### src/lsh_pkg.sv
// Shared types, register map and the sharpening arithmetic for the 3x3 sharpener.
// No dependencies; imported by every module of the block.
package lsh_pkg;

    localparam int PIX_W  = 8;
    localparam int ROW_W  = 12;
    localparam int OCOL_W = 10;
    localparam int IMGW_W = 11;
    localparam int WGT_W  = 4;
    localparam int APB_AW = 4;
    localparam int APB_DW = 32;

    // register indexes (paddr[3:2])
    localparam logic [1:0] REG_IMG_WIDTH  = 2'd0;
    localparam logic [1:0] REG_IMG_HEIGHT = 2'd1;
    localparam logic [1:0] REG_WEIGHT     = 2'd2;

    localparam logic [IMGW_W-1:0] IMG_WIDTH_RST  = 11'd640;
    localparam logic [ROW_W-1:0]  IMG_HEIGHT_RST = 12'd480;
    localparam logic [WGT_W-1:0]  WEIGHT_RST     = 4'd5;

    typedef logic [PIX_W-1:0] t_pix;

    // (4+w)*c - u - d - l - r, clamped to 0..255
    function automatic t_pix lsh_sharpen(input logic [WGT_W-1:0] w, input t_pix c,
                                         input t_pix u, input t_pix d,
                                         input t_pix l, input t_pix r);
        logic [12:0] k;
        logic [12:0] prod;
        logic [12:0] neg;
        logic [12:0] diff;
        t_pix        res;
        k    = 13'(w) + 13'd4;
        prod = k * 13'(c);
        neg  = 13'(u) + 13'(d) + 13'(l) + 13'(r);
        diff = prod - neg;
        if (prod < neg) begin
            res = '0;
        end else if (diff > 13'd255) begin
            res = 8'd255;
        end else begin
            res = diff[7:0];
        end
        return res;
    endfunction

endpackage

### src/lsh_calc.sv
// 3x3 window registers (two previous columns) and the sharpening datapath.
// Uses lsh_pkg for lsh_sharpen.
module lsh_calc import lsh_pkg::*; (
    input  logic             i_clk,
    input  logic             i_rst_n,
    input  logic             i_shift,
    input  t_pix             i_pixel,
    input  t_pix             i_row1,
    input  t_pix             i_row2,
    input  logic [WGT_W-1:0] i_weight,
    output t_pix             o_value
);

    // [0..2] older column top/mid/bot, [3..5] newer column
    t_pix r_win [6];

    always_ff @(posedge i_clk) begin
        if (!i_rst_n) begin
            for (int i = 0; i < 6; i++) begin
                r_win[i] <= '0;
            end
        end else if (i_shift) begin
            r_win[0] <= r_win[3];
            r_win[1] <= r_win[4];
            r_win[2] <= r_win[5];
            r_win[3] <= i_row2;
            r_win[4] <= i_row1;
            r_win[5] <= i_pixel;
        end
    end

    // center r_win[4]; up r_win[3], down r_win[5], left r_win[1], right = row-1 now
    assign o_value = lsh_sharpen(i_weight, r_win[4], r_win[3], r_win[5], r_win[1], i_row1);

endmodule

### config.mk
export PLATFORM = sky130hd
export DESIGN_NAME = lsh_calc
export DESIGN_NICKNAME = d
export VERILOG_FILES = /design/src/lsh_pkg.sv /design/src/lsh_calc.sv
export SDC_FILE = /design/constraint.sdc
export NUM_CORES = 1
export LEC_CHECK = 0
export BUFFER_PORTS_ARGS = -buffer_cell sky130_fd_sc_hd__buf_2
export CAP_MARGIN = 10
export CORE_ASPECT_RATIO = 2
export CORE_MARGIN = 3
export CORE_UTILIZATION = 50
export CTS_CLUSTER_SIZE = 8
export DETAILED_ROUTE_END_ITERATION = 10
export GPL_ROUTABILITY_DRIVEN = 0
export GPL_TIMING_DRIVEN = 0
export PLACE_DENSITY_LB_ADDON = 0.15
export SYNTH_ARGS = -nofsm -noshare
export SYNTH_HDL_FRONTEND = slang
export SYNTH_SLANG_ARGS = --single-unit
### constraint.sdc
create_clock -name i_clk -period 15.38 [get_ports i_clk]
set_input_delay 1.538 -clock i_clk [delete_from_list [all_inputs] [get_ports i_clk]]
set_output_delay 1.538 -clock i_clk [all_outputs]
set_load 0.05 [all_outputs]
==> flow_summary.ini <==
[setup_path]
path_max_fanout = 9
cp_slowest_cell = fa_1
crit_type = in -> out
crit_chain = buf_2 > ha_1 > nand2_1 > fa_1 > fa_1 > inv_1 > fa_1 > ha_1 > a211oi_1 > o21ai_1 > and2_4 > o21ai_0 > xnor2_1 > ha_1 > o21a_1 > nor2_1 > xnor3_1 > or3_4 > clkinv_2 > a31oi_1 > buf_2
crit_path_end_kind = output pin
cp.required_ps = 13840
critPathArrivalTime_ps = 6790
slowest_delay_ps = 540
start_kind = input port

[logic_synthesis]
synth_top_family_by_area = adder cells
ys_seq_area_share_pct = 26.63
synth.mux.area_fraction_pct = 0.5548
synth-main-ff-cell = edfxtp_1
syn_area_um2 = 3608
synth-adder-area-share_pct = 33.63
ys_seq_elements = 32
avgSynthCellArea_um2 = 10.43
synth_edf_count = 32
synth_simple_gate_area_share_pct = 18.62
synthDistinctLibCells = 44
synth_xor_area_share_pct = 4.993
synth_compound_area_share_pct = 11.75
async_flop_share_pct = 0
syn_inst = 346
syn_nets = 453
synth_warnings = 0

[finish]
mostFrequentLayoutCells = 41 x ha_1, 38 x buf_2, 35 x fa_1
finalNonFillerCells = 483
nets = 499
n_fill_cell = 654
fin_area_um2 = 4065
area.growth.synth_to_final_pct = 12.66
antenna_cells = 0
fin_util_pct = 58.12
largest_registers = r_win (32)
regMostFlops = r_win
drive_gt1_share_pct = 14.25
final_common_cell = ha_1
largest_reg_flops = 32

[placed_design]
hpwl_um = 6609
io_buffers = 38
dp_slack_ps = 7083
placed_area_um2 = 3926
place_inst = 475

[sta]
max_slew_margin_pct = 59.16
rsz0062_at_grt = no
setup_viol = 0
final.setup.tns_ps = 0
fmaxAchievable_mhz = 120.0
timing.final.hold_violations = 0
tightestPinTransition_ps = 612.6
whs_ps = 721.3
layout_min_cycle_time_ps = 8331
period_share_pct = 54.17
timing.final.max_slew_violations = 0
clock_skew_ps = 5.304
setup_slack_ps = 7049

[floorplan]
io_pins = 39
die_area_um2 = 8334
core_region_area_um2 = 6994
die_y_um = 126.1
chipWidth_um = 66.07
initial_core_util_pct = 51.59
fp-row-count = 43

[route]
wl_um = 7607
route.detailed.drc = 0
drtAntennaViolNets = 0
vias = 2715
drt_iter0_markers = 77
firstDrtPassIters = 4
wl_per_cell_um = 15.75
viasPerCell = 5.621

[flow_run]
maxCapViolCount = 0

[global_route]
grt_util_all_layers_pct = 20.54
first_global_vias = 3044
grt_overflow = 0
grt_pass1_wl_um = 13160
grt_start_max_net_pins = 22
antenna_found_initial = 0

[power_and_ir_drop]
p_leak_nw = 2.000
peakVddDrop_v = 0.0001069
finalPower_uw = 714.6
powerDensity_nw_per_um2 = 175.8

[clock_tree]
cts_tree = built
htreeDepth = 2
cts_buffers = 5
cts_root_buf = clkbuf_16
post_cts_buffers = 0
hold_buffers = 0
clock_path_buffers = 2
cts_sinks = 32
clk_latency_ps = 280
cts.clk_slew.worst_paths_ps = 50
cts_resized = 0

[run_status]
status = finished clean

[worst_hold_path]
hold_path.class = reg -> reg
layer usage:
| metal | vias to the layer above | wire length, um | global-route usage (%) | share of wire, % |
|---|---|---|---|---|
| met1 | 1321 | 2478 | 19.08 | 33 |
| met2 | 61 | 4615 | 40.53 | 61 |
| met3 | 24 | 150 | 1.517 | 2.0 |
| met5 | - | 0 | 0 | 0 |
| met4 | 0 | 361 | 12.34 | 4.7 |
| li1 | 1309 | - | - | - |
layout make-up:
class                           count  area, um2  area share [%]
Sequential cell                    32      960.9           23.64
Tap cell                           90      112.6           2.770
Inverter                           29      110.1           2.709
Buffer                              7      27.53          0.6771
Multi-Input combinational cell    278       2510           61.74
Timing Repair Buffer               39      205.2           5.048
Clock inverter                      3      13.76          0.3386
Clock buffer                        5      125.1           3.078
cell families (layout without fill, tap and decap cells):
group                    after synthesis  in the layout
AO/OA/AOI/OAI                         63             63
adder cells (fa/ha/maj)               76             76
XOR/XNOR                              19             19
flip-flops                            32             32
multiplexers                           2              2
AND/OR/NAND/NOR                      118            118
buffers and inverters                 36             83
power by group:
group	switching (mW)	leakage (nW)	internal [mW]
Clock	0.0335	0.0710	0.0585
Combinational	0.323	1.58	0.190
Sequential	0.00573	0.347	0.104
Total	0.362	2.00	0.352
synth_stat cells, drive strengths merged (3+ instances only):
cell type / count / share of area (%)
ha: 41 / 14
fa: 35 / 19
and3: 34 / 5.9
edfxtp: 32 / 27
inv: 28 / 2.9
and2: 22 / 3.9
nand2: 19 / 2.0
a21oi: 18 / 2.5
o21ai: 14 / 1.9
nor2: 11 / 1.1
xnor2: 11 / 2.7
nand2b: 10 / 1.7
a31oi: 7 / 1.2
clkbuf: 7 / 0.76
nor2b: 7 / 1.2
xor2: 7 / 1.7
a211oi: 4 / 1.3
a21o: 4 / 0.83
nand3: 4 / 0.55
o211ai: 4 / 0.97
o21a: 3 / 0.62
o21bai: 3 / 0.62
critical path: cells and delay by family:
family	cells	cell delay [ps]
compound gates	5	970
xor+xnor	2	320
fa+ha+maj	6	2660
buf+inv	4	540
simple gates	4	760
worst paths after layout:
| path | startpoint | depth (start not counted) | to | slack [ps] |
|---|---|---|---|---|
| max | i_weight[2] | 21 | o_value[3] | 7050 |
| min | r_win[4][1]$_SDFFCE_PN0P_ | 1 | r_win[1][1]$_SDFFCE_PN0P_ | 720 |
| max reg2reg | r_win[4][3]$_SDFFCE_PN0P_ | 1 | r_win[1][3]$_SDFFCE_PN0P_ | 14440 |
| min reg2reg | r_win[4][1]$_SDFFCE_PN0P_ | 1 | r_win[1][1]$_SDFFCE_PN0P_ | 720 |
Power figures use the tool's default switching activity.
